==> config.mk <==
export PLATFORM = sky130hd
export DESIGN_NAME = status_led_blink_controller
export DESIGN_NICKNAME = d
export VERILOG_FILES = /design/src/hw/rtl/slbc_pkg.sv /design/src/hw/rtl/slbc_cfg_regs.sv /design/src/hw/rtl/slbc_core.sv /design/src/hw/rtl/status_led_blink_controller.sv
export SDC_FILE = /design/constraint.sdc
export NUM_CORES = 1
export LEC_CHECK = 0
export ABC_CLOCK_PERIOD_IN_PS = 7130
export BUFFER_PORTS_ARGS = -buffer_cell sky130_fd_sc_hd__clkbuf_2
export CORE_ASPECT_RATIO = 0.8
export CORE_MARGIN = 3
export CORE_UTILIZATION = 62
export DETAILED_ROUTE_END_ITERATION = 10
export GPL_TIMING_DRIVEN = 0
export HOLD_SLACK_MARGIN = 0.06
export PLACE_DENSITY_LB_ADDON = 0.1
export SYNTH_ARGS = -nofsm -noshare
export SYNTH_HDL_FRONTEND = slang
export SYNTH_SLANG_ARGS = --single-unit
==> constraint.sdc <==
create_clock -name aclk -period 7.13 [get_ports aclk]
set_input_delay 0.3565 -clock aclk [delete_from_list [all_inputs] [get_ports aclk]]
set_output_delay 0.3565 -clock aclk [all_outputs]
set_load 0.05 [all_outputs]
==> src/hw/rtl/slbc_pkg.sv <==
// slbc_pkg: shared types and constants of the status LED blink controller
// used by slbc_cfg_regs, slbc_core and status_led_blink_controller
`default_nettype none

package slbc_pkg;

    // configuration register widths and reset values
    localparam int CFG_W            = 16;
    localparam int POL_W            = 3;
    localparam int CFG_IDX_W        = 2;
    localparam int TIMER_WIDTH_DEF  = 16;

    localparam logic [CFG_W-1:0] NETWORK_BLINK_RST = 16'd500;
    localparam logic [CFG_W-1:0] CLIENT_BLINK_RST  = 16'd500;
    localparam logic [CFG_W-1:0] BATTERY_CYCLE_RST = 16'd1000;
    localparam logic [POL_W-1:0] ACTIVE_HIGH_RST   = 3'd7;

    // stream widths
    localparam int KIND_W     = 3;
    localparam int VALUE_W    = 2;
    localparam int IN_DATA_W  = 8;
    localparam int OUT_DATA_W = 8;

    // configuration register indexes
    typedef enum logic [CFG_IDX_W-1:0] {
        CFG_NETWORK_BLINK = 2'd0,
        CFG_CLIENT_BLINK  = 2'd1,
        CFG_BATTERY_CYCLE = 2'd2,
        CFG_ACTIVE_HIGH   = 2'd3
    } cfg_idx_t;

    // event kinds
    typedef enum logic [KIND_W-1:0] {
        KIND_TICK     = 3'd0,
        KIND_SET_MODE = 3'd1,
        KIND_NETWORK  = 3'd2,
        KIND_CLIENT   = 3'd3,
        KIND_BATTERY  = 3'd4
    } kind_t;

    // operating modes
    typedef enum logic [1:0] {
        MODE_OTHER   = 2'd0,
        MODE_NETWORK = 2'd1,
        MODE_CLIENT  = 2'd2
    } mode_t;

    // configuration bundle
    typedef struct packed {
        logic [CFG_W-1:0] network_blink;
        logic [CFG_W-1:0] client_blink;
        logic [CFG_W-1:0] battery_cycle;
        logic [POL_W-1:0] active_high;
    } cfg_t;

    // logical LED states (before polarity)
    typedef struct packed {
        logic battery;
        logic client;
        logic network;
    } led_on_t;

endpackage

`default_nettype wire

==> src/hw/rtl/slbc_cfg_regs.sv <==
// slbc_cfg_regs: configuration register file of the LED blink controller
// depends on slbc_pkg
`default_nettype none

module slbc_cfg_regs (
    input  wire logic                          aclk,
    input  wire logic                          aresetn,
    input  wire logic                          cfg_we,
    input  wire logic [slbc_pkg::CFG_IDX_W-1:0] cfg_index,
    input  wire logic [slbc_pkg::CFG_W-1:0]     cfg_wdata,
    output slbc_pkg::cfg_t                     cfg
);

    slbc_pkg::cfg_t cfg_reg;
    slbc_pkg::cfg_t cfg_next;

    // decode register writes
    always_comb begin
        cfg_next = cfg_reg;
        if (cfg_we) begin
            case (slbc_pkg::cfg_idx_t'(cfg_index))
                slbc_pkg::CFG_NETWORK_BLINK: cfg_next.network_blink = cfg_wdata;
                slbc_pkg::CFG_CLIENT_BLINK:  cfg_next.client_blink  = cfg_wdata;
                slbc_pkg::CFG_BATTERY_CYCLE: cfg_next.battery_cycle = cfg_wdata;
                slbc_pkg::CFG_ACTIVE_HIGH:
                    cfg_next.active_high = cfg_wdata[slbc_pkg::POL_W-1:0];
                default: cfg_next = cfg_reg;
            endcase
        end
    end

    // register file with reset defaults
    always_ff @(posedge aclk) begin
        if (!aresetn) begin
            cfg_reg.network_blink <= slbc_pkg::NETWORK_BLINK_RST;
            cfg_reg.client_blink  <= slbc_pkg::CLIENT_BLINK_RST;
            cfg_reg.battery_cycle <= slbc_pkg::BATTERY_CYCLE_RST;
            cfg_reg.active_high   <= slbc_pkg::ACTIVE_HIGH_RST;
        end else begin
            cfg_reg <= cfg_next;
        end
    end

    assign cfg = cfg_reg;

endmodule

`default_nettype wire

==> src/hw/rtl/slbc_core.sv <==
// slbc_core: mode, link and warning state plus blink timers; one event per cycle while evt_fire is high
// depends on slbc_pkg
`default_nettype none

module slbc_core #(
    parameter int TIMER_WIDTH = slbc_pkg::TIMER_WIDTH_DEF
) (
    input  wire logic                           aclk,
    input  wire logic                           aresetn,
    input  wire logic                           evt_fire,
    input  wire logic [slbc_pkg::KIND_W-1:0]    evt_kind,
    input  wire logic [slbc_pkg::VALUE_W-1:0]   evt_value,
    input  wire slbc_pkg::cfg_t                 cfg,
    output slbc_pkg::led_on_t                   led_next
);

    // compare width covers both timer and interval registers
    localparam int CMP_W = (TIMER_WIDTH > slbc_pkg::CFG_W) ? TIMER_WIDTH : slbc_pkg::CFG_W;
    localparam logic [CMP_W-1:0] TMAX = CMP_W'({TIMER_WIDTH{1'b1}});

    slbc_pkg::mode_t          mode_reg,        mode_next;
    logic                     network_up_reg,  network_up_next;
    logic                     client_up_reg,   client_up_next;
    logic                     warning_reg,     warning_next;
    logic                     phase_reg,       phase_next;
    slbc_pkg::led_on_t        led_reg,         led_upd;
    logic [TIMER_WIDTH-1:0]   blink_cnt_reg,   blink_cnt_next;
    logic [TIMER_WIDTH-1:0]   bat_cnt_reg,     bat_cnt_next;

    // saturating count toward min(interval, timer max)
    function automatic logic [TIMER_WIDTH-1:0] sat_inc(
        input logic [TIMER_WIDTH-1:0]     cnt,
        input logic [slbc_pkg::CFG_W-1:0] iv
    );
        logic [CMP_W-1:0] limit;
        limit = (CMP_W'(iv) > TMAX) ? TMAX : CMP_W'(iv);
        if (CMP_W'(cnt) < limit) begin
            return cnt + TIMER_WIDTH'(1);
        end
        return cnt;
    endfunction

    // counter reached its interval
    function automatic logic reached(
        input logic [TIMER_WIDTH-1:0]     cnt,
        input logic [slbc_pkg::CFG_W-1:0] iv
    );
        return CMP_W'(cnt) >= CMP_W'(iv);
    endfunction

    // mode LED write, other mode LED forced off
    function automatic slbc_pkg::led_on_t drive_mode(
        input slbc_pkg::led_on_t cur,
        input slbc_pkg::mode_t   mode,
        input logic              on
    );
        slbc_pkg::led_on_t r;
        r = cur;
        r.network = (mode == slbc_pkg::MODE_NETWORK) ? on : 1'b0;
        r.client  = (mode == slbc_pkg::MODE_CLIENT)  ? on : 1'b0;
        return r;
    endfunction

    // event update
    always_comb begin
        logic [slbc_pkg::CFG_W-1:0] blink_iv;
        logic                       flag;
        mode_next       = mode_reg;
        network_up_next = network_up_reg;
        client_up_next  = client_up_reg;
        warning_next    = warning_reg;
        phase_next      = phase_reg;
        led_upd         = led_reg;
        blink_cnt_next  = blink_cnt_reg;
        bat_cnt_next    = bat_cnt_reg;
        flag            = (evt_value != '0);
        blink_iv        = (mode_reg == slbc_pkg::MODE_CLIENT) ? cfg.client_blink
                                                              : cfg.network_blink;
        case (slbc_pkg::kind_t'(evt_kind))
            slbc_pkg::KIND_TICK: begin
                blink_cnt_next = sat_inc(blink_cnt_reg, blink_iv);
                bat_cnt_next   = sat_inc(bat_cnt_reg, cfg.battery_cycle);
                if (warning_reg) begin
                    if (reached(bat_cnt_next, cfg.battery_cycle)) begin
                        bat_cnt_next = '0;
                        phase_next   = !phase_reg;
                    end
                    led_upd.battery = phase_next;
                    led_upd = drive_mode(led_upd, mode_reg, !phase_next);
                end else begin
                    led_upd.battery = 1'b0;
                    if (mode_reg == slbc_pkg::MODE_NETWORK) begin
                        if (network_up_reg) begin
                            led_upd.network = 1'b1;
                        end else if (reached(blink_cnt_next, blink_iv)) begin
                            blink_cnt_next  = '0;
                            led_upd.network = !led_reg.network;
                        end
                    end else if (mode_reg == slbc_pkg::MODE_CLIENT) begin
                        if (client_up_reg) begin
                            led_upd.client = 1'b1;
                        end else if (reached(blink_cnt_next, blink_iv)) begin
                            blink_cnt_next = '0;
                            led_upd.client = !led_reg.client;
                        end
                    end
                end
            end
            slbc_pkg::KIND_SET_MODE: begin
                case (evt_value)
                    slbc_pkg::MODE_NETWORK: mode_next = slbc_pkg::MODE_NETWORK;
                    slbc_pkg::MODE_CLIENT:  mode_next = slbc_pkg::MODE_CLIENT;
                    default:                mode_next = slbc_pkg::MODE_OTHER;
                endcase
                network_up_next = 1'b0;
                client_up_next  = 1'b0;
                blink_cnt_next  = '0;
                bat_cnt_next    = '0;
                phase_next      = 1'b0;
                led_upd         = '0;
            end
            slbc_pkg::KIND_NETWORK: begin
                if (network_up_reg != flag) begin
                    network_up_next = flag;
                    blink_cnt_next  = '0;
                    if (mode_reg == slbc_pkg::MODE_NETWORK) begin
                        if (warning_reg) begin
                            led_upd = drive_mode(led_reg, mode_reg, !phase_reg);
                        end else begin
                            led_upd.network = flag;
                        end
                    end
                end
            end
            slbc_pkg::KIND_CLIENT: begin
                if (client_up_reg != flag) begin
                    client_up_next = flag;
                    blink_cnt_next = '0;
                    if (mode_reg == slbc_pkg::MODE_CLIENT) begin
                        if (warning_reg) begin
                            led_upd = drive_mode(led_reg, mode_reg, !phase_reg);
                        end else begin
                            led_upd.client = flag;
                        end
                    end
                end
            end
            slbc_pkg::KIND_BATTERY: begin
                if (warning_reg != flag) begin
                    warning_next    = flag;
                    bat_cnt_next    = '0;
                    phase_next      = 1'b0;
                    led_upd.battery = 1'b0;
                    if (!flag) begin
                        if (mode_reg == slbc_pkg::MODE_NETWORK) begin
                            led_upd.network = network_up_reg;
                        end else if (mode_reg == slbc_pkg::MODE_CLIENT) begin
                            led_upd.client = client_up_reg;
                        end
                    end
                end
            end
            default: begin
                led_upd = led_reg;
            end
        endcase
    end

    // state registers, updated once per event transfer
    always_ff @(posedge aclk) begin
        if (!aresetn) begin
            mode_reg       <= slbc_pkg::MODE_OTHER;
            network_up_reg <= 1'b0;
            client_up_reg  <= 1'b0;
            warning_reg    <= 1'b0;
            phase_reg      <= 1'b0;
            led_reg        <= '0;
            blink_cnt_reg  <= '0;
            bat_cnt_reg    <= '0;
        end else if (evt_fire) begin
            mode_reg       <= mode_next;
            network_up_reg <= network_up_next;
            client_up_reg  <= client_up_next;
            warning_reg    <= warning_next;
            phase_reg      <= phase_next;
            led_reg        <= led_upd;
            blink_cnt_reg  <= blink_cnt_next;
            bat_cnt_reg    <= bat_cnt_next;
        end
    end

    assign led_next = led_upd;

endmodule

`default_nettype wire

==> src/hw/rtl/status_led_blink_controller.sv <==
// status_led_blink_controller: top level with event stream, LED level stream
// depends on slbc_pkg, slbc_cfg_regs, slbc_core
//
// Usage:
//   s_ channel carries events: s_tuser is the event kind (tick, set mode,
//   network link, client link, low battery), s_tdata holds the value.
//   m_ channel returns one item per event: the three LED pin levels after
//   polarity. Configuration is written through cfg_we / cfg_index /
//   cfg_wdata while no event is in flight.
//   An event transferred on s_ is held in the input register, and its result
//   in the result register that drives m_tvalid. Throughput: one event per
//   cycle while the receiver does not stall, set by the single registered
//   update pass from the input register to the result register. When the
//   receiver stalls, the result register holds its item and the input
//   register still takes one more event; s_tready drops only when both are full.
//   Reset (aresetn low, synchronous): all LED, link, mode and timer state
//   clears, configuration returns to its defaults (500, 500, 1000 ticks,
//   all LEDs active high), and both channels empty.
`default_nettype none

module status_led_blink_controller #(
    parameter int TIMER_WIDTH = slbc_pkg::TIMER_WIDTH_DEF
) (
    input  wire logic                               aclk,
    input  wire logic                               aresetn,
    // event channel
    input  wire logic                               s_tvalid,
    output      logic                               s_tready,
    input  wire logic [slbc_pkg::IN_DATA_W-1:0]     s_tdata,   // [1:0] value
    input  wire logic [slbc_pkg::KIND_W-1:0]        s_tuser,   // [2:0] kind
    // LED level channel
    output      logic                               m_tvalid,
    input  wire logic                               m_tready,
    output      logic [slbc_pkg::OUT_DATA_W-1:0]    m_tdata,   // [0] network_led_level,
                                                               // [1] client_led_level,
                                                               // [2] battery_led_level
    // configuration write port
    input  wire logic                               cfg_we,
    input  wire logic [slbc_pkg::CFG_IDX_W-1:0]     cfg_index,
    input  wire logic [slbc_pkg::CFG_W-1:0]         cfg_wdata
);

    slbc_pkg::cfg_t                   cfg;
    slbc_pkg::led_on_t                led_next;

    logic                             in_valid_reg;
    logic [slbc_pkg::KIND_W-1:0]      in_kind_reg;
    logic [slbc_pkg::VALUE_W-1:0]     in_value_reg;
    logic                             out_valid_reg;
    logic [slbc_pkg::POL_W-1:0]       out_level_reg;
    logic [slbc_pkg::POL_W-1:0]       out_level_next;
    logic                             advance;
    logic                             in_xfer;

    // pipeline control
    assign advance  = in_valid_reg && (!out_valid_reg || m_tready);
    assign s_tready = !in_valid_reg || advance;
    assign in_xfer  = s_tvalid && s_tready;

    // input register
    always_ff @(posedge aclk) begin
        if (!aresetn) begin
            in_valid_reg <= 1'b0;
        end else if (in_xfer) begin
            in_valid_reg <= 1'b1;
        end else if (advance) begin
            in_valid_reg <= 1'b0;
        end
    end

    always_ff @(posedge aclk) begin
        if (in_xfer) begin
            in_kind_reg  <= s_tuser;
            in_value_reg <= s_tdata[slbc_pkg::VALUE_W-1:0];
        end
    end

    slbc_cfg_regs u_cfg (
        .aclk      (aclk),
        .aresetn   (aresetn),
        .cfg_we    (cfg_we),
        .cfg_index (cfg_index),
        .cfg_wdata (cfg_wdata),
        .cfg       (cfg)
    );

    slbc_core #(
        .TIMER_WIDTH (TIMER_WIDTH)
    ) u_core (
        .aclk      (aclk),
        .aresetn   (aresetn),
        .evt_fire  (advance),
        .evt_kind  (in_kind_reg),
        .evt_value (in_value_reg),
        .cfg       (cfg),
        .led_next  (led_next)
    );

    // polarity: pin = on xor not active_high
    assign out_level_next = {led_next.battery, led_next.client, led_next.network}
                            ^ ~cfg.active_high;

    // result register
    always_ff @(posedge aclk) begin
        if (!aresetn) begin
            out_valid_reg <= 1'b0;
        end else if (advance) begin
            out_valid_reg <= 1'b1;
        end else if (m_tready) begin
            out_valid_reg <= 1'b0;
        end
    end

    always_ff @(posedge aclk) begin
        if (advance) begin
            out_level_reg <= out_level_next;
        end
    end

    assign m_tvalid = out_valid_reg;
    assign m_tdata  = {{(slbc_pkg::OUT_DATA_W - slbc_pkg::POL_W){1'b0}}, out_level_reg};

endmodule

`default_nettype wire
==> impl_metrics.py <==
metrics = {
    "run_status": {
        "outcome": "completed",
    },
    "power": {
        "power_frac_seq_pct": 50.0,
        "total_leakage_power_nw": 3.03,
        "swShare_pct": 26.1,
        "peakVddDrop_mv": 0.119,
        "internal_power_mw": 0.904,
        "clockPowerShare_pct": 38.2,
        "power.density_mw_per_mm2": 169,
        "comb_power_share_pct": 11.8,
        "p_switching_mw": 0.319,
    },
    "sta": {
        "worstMarginPinSlew_ps": 1020,
        "setup_slack_ps": 467,
        "finalHoldViolations": 0,
        "rsz0062_at_grt": "no",
        "setup_viol": 0,
        "timing.final.crit_share_pct": 93.4,
        "fin_crit_ps": 6660,
        "max-slew-margin-rel_pct": 32.0,
        "clock.fmax_mhz": 150,
        "maxSlewViolCount": 0,
        "finClkSkew_ps": 4.99,
    },
    "routing": {
        "routedWlPerCell_um": 17.8,
        "num_vias": 6286,
        "via_per_inst": 6.24,
        "wirelength_mm": 17.9,
        "drtIter0Drc": 599,
        "ant_nets": 0,
        "drc": 0,
        "firstDrtPassIters": 6,
    },
    "yosys": {
        "async_flop_share_pct": 0,
        "synth-main-ff-cell": "dfxtp_1",
        "yosysWarnings": 0,
        "syn_area_mm2": 0.00663,
        "synth_cells": 818,
        "synth_cell_types": 71,
        "synth_edf_count": 8,
        "syn_avg_cell_area_um2": 8.10,
        "synth_top_area_share_pct": 28.4,
        "ys_top_cells_by_area": "dfxtp_1, ha_1, nand2_1, a21oi_1, edfxtp_1",
        "synth_top_area_cell": "dfxtp_1",
        "yosysSeqAreaShare_pct": 32.0,
        "ys_ff_latch": 102,
    },
    "worst_setup_path": {
        "criticalPathCategory": "register to register",
        "r2r_setup_slack_ps": 470,
        "end_kind": "register",
        "required_ps": 7240,
        "worstPathArrival_ps": 6770,
        "timing.rr.end": "out_level_reg[0]$_DFFE_PP_",
        "worstSetupStartpointType": "register",
        "r2r_start": "u_core.mode_reg[1]$_SDFFE_PN0P_",
        "cp-endpoint": "out_level_reg[0]$_DFFE_PP_",
        "path_max_fanout": 14,
        "startpoint": "u_core.mode_reg[1]$_SDFFE_PN0P_",
        "rr_worst_depth": 22,
    },
    "layout": {
        "nets": 958,
        "area_growth_pct": 9.44,
        "largest_register_ffs": 51,
        "utilization_pct": 70.3,
        "final_area_mm2": 0.00725,
        "diodes": 0,
        "drive_gt1_share_pct": 8.65,
    },
    "min_path": {
        "hold_depth": 1,
        "min_path_type": "primary input to register",
    },
    "global_routing": {
        "grt_max_degree": 16,
        "gr-total-overflow": 0,
        "globalRouteTotalUtil_pct": 30.5,
        "grt_first_pass_wirelength_mm": 29.2,
        "antenna_found_initial": 0,
        "grt_pass1_vias": 5859,
    },
    "clock_network": {
        "clkSlewWorstSetupHoldPaths_ps": 70,
        "cts_made_buffers": 9,
        "post_cts_buffers": 0,
        "cts_tree": "built",
        "clockRootBuffer": "clkbuf_16",
        "hold_buffers": 0,
        "clock_path_buffers": 2,
        "cts.sink_count": 102,
        "cts_htree_levels": 3,
        "clkLatencyLatePin_ps": 350,
    },
    "place": {
        "place_ws_ps": -201,
        "numPortBuffers": 30,
        "dpl_cell_area_mm2": 0.00697,
        "dp_hpwl_mm": 13.9,
        "finalWeightedCongestion": 0.955,
    },
    "floorplan": {
        "start_util_pct": 64.2,
        "core_area_mm2": 0.0103,
        "row_count": 33,
        "die-width_um": 122,
        "pin_count": 44,
        "fp.dieH_um": 98.5,
        "die-area_mm2": 0.0120,
    },
    "run": {
        "drv_cap": 0,
    },
}
[layout by cell type, fill, tap and decap left out, types with 7 or more instances in the layout]
master       n
a21o_1      22
a21oi_1     69
a31oi_1     14
and2_1      11
buf_2        7
clkbuf_1    38
clkbuf_16    9
clkbuf_2    30
dfxtp_1     94
edfxtp_1     8
ha_1        62
inv_1       28
mux2i_1     20
nand2_1    133
nand2b_1    13
nand3_1     29
nand4_1     11
nor2_1      51
nor2b_1      8
nor3_1      13
nor4_1      10
o211ai_1    11
o21ai_0     26
xnor2_1     21
xor2_1      13
[how the worst min path moves through the flow]
| stage | from | to |
|---|---|---|
| after floorplan | u_cfg.cfg[36]$_SDFFE_PN0P_ | u_cfg.cfg[36]$_SDFFE_PN0P_ |
| after global placement | u_cfg.cfg[45]$_SDFFE_PN0P_ | u_cfg.cfg[45]$_SDFFE_PN0P_ |
| after detailed placement | u_cfg.cfg[34]$_SDFFE_PN0P_ | u_cfg.cfg[34]$_SDFFE_PN0P_ |
| after CTS | s_tdata[0] | in_value_reg[0]$_DFFE_PP_ |
| after global routing | s_tdata[1] | in_value_reg[1]$_DFFE_PP_ |
| final | s_tdata[0] | in_value_reg[0]$_DFFE_PP_ |
[critical path, cell delays in order (launching register included)]
cell and delay (ps):
dfxtp_1 440, nor2b_1 150, buf_2 340, buf_2 390
mux2i_1 400, ha_1 310, and4_1 200, a21o_1 180
a211o_1 260, o211ai_1 250, nand2_1 400, or3_1 460
clkbuf_1 200, nor2_1 190, xor2_1 100, ha_1 310
nand4_1 80, or2_2 330, a211oi_1 320, nand2_1 160
o211ai_4 280, mux2i_1 170, o311ai_0 450
[through the flow]
step / total power [mW] / setup TNS [ps] / instances / hold WS (ps)
finish: 1.22 / 0 / 1007 / 177
floorplan: 0.720 / 0 / 822 / 436
global placement: 0.758 / -19.3 / 992 / 441
CTS: 1.22 / 0 / 1008 / 173
detailed placement: 0.765 / -2510 / 992 / 451
global route: 1.27 / 0 / 1007 / 174
[cell type report]
cell class	count	area, µm²
Fill cell	848	3070
Tap cell	140	175
Timing Repair Buffer	30	150
Buffer	47	204
Inverter	29	109
Sequential cell	102	2120
Clock buffer	15	268
Clock inverter	1	5.00
Multi-Input combinational cell	643	4220
[metal layers]
layer,track usage (%),up-vias,part of all wire (%)
li1,-,3012,-
met1,42.1,2909,43
met2,48.4,324,44
met3,7.57,41,11
met4,7.15,0,1.8
met5,0,-,0
[cells in the mapped netlist (8+ instances only)]
master	n
nor2b_1	8
o21ai_0	26
a31oi_1	14
clkbuf_1	35
inv_1	28
a21o_1	22
nand3_1	29
nor4_1	11
mux2i_1	20
nand2_1	133
o211ai_1	11
xor2_1	13
nand2b_1	13
edfxtp_1	8
ha_1	62
and2_1	11
dfxtp_1	94
a21oi_1	69
nor2_1	51
nor3_1	13
nand4_1	11
xnor2_1	21
[power by group through the flow]
stage               Sequential [mW]  Combinational, mW  Clock (mW)
floorplan                     0.624             0.0959           0
global placement              0.623              0.136           0
detailed placement            0.624              0.141           0
CTS                           0.611              0.143       0.471
global route                  0.614              0.161       0.495
finish                        0.611              0.145       0.467
[what timing repair did]
action | CTS | global route
pin swaps | 0 | 0
setup endpoints to repair | 19 | 19
resized for setup | 2 | 1
[cells by family after synthesis]
logic type,count (synthesis),synth area share [%]
AO/OA/AOI/OAI,203,20.5
XOR/XNOR,34,4.49
adder cells (fa/ha/maj),62,11.7
buffers and inverters,77,4.76
flip-flops,102,32.0
multiplexers,24,3.76
other,1,0.0566
AND/OR/NAND/NOR,315,22.7
Note: power is estimated with default switching activity, not from simulation.
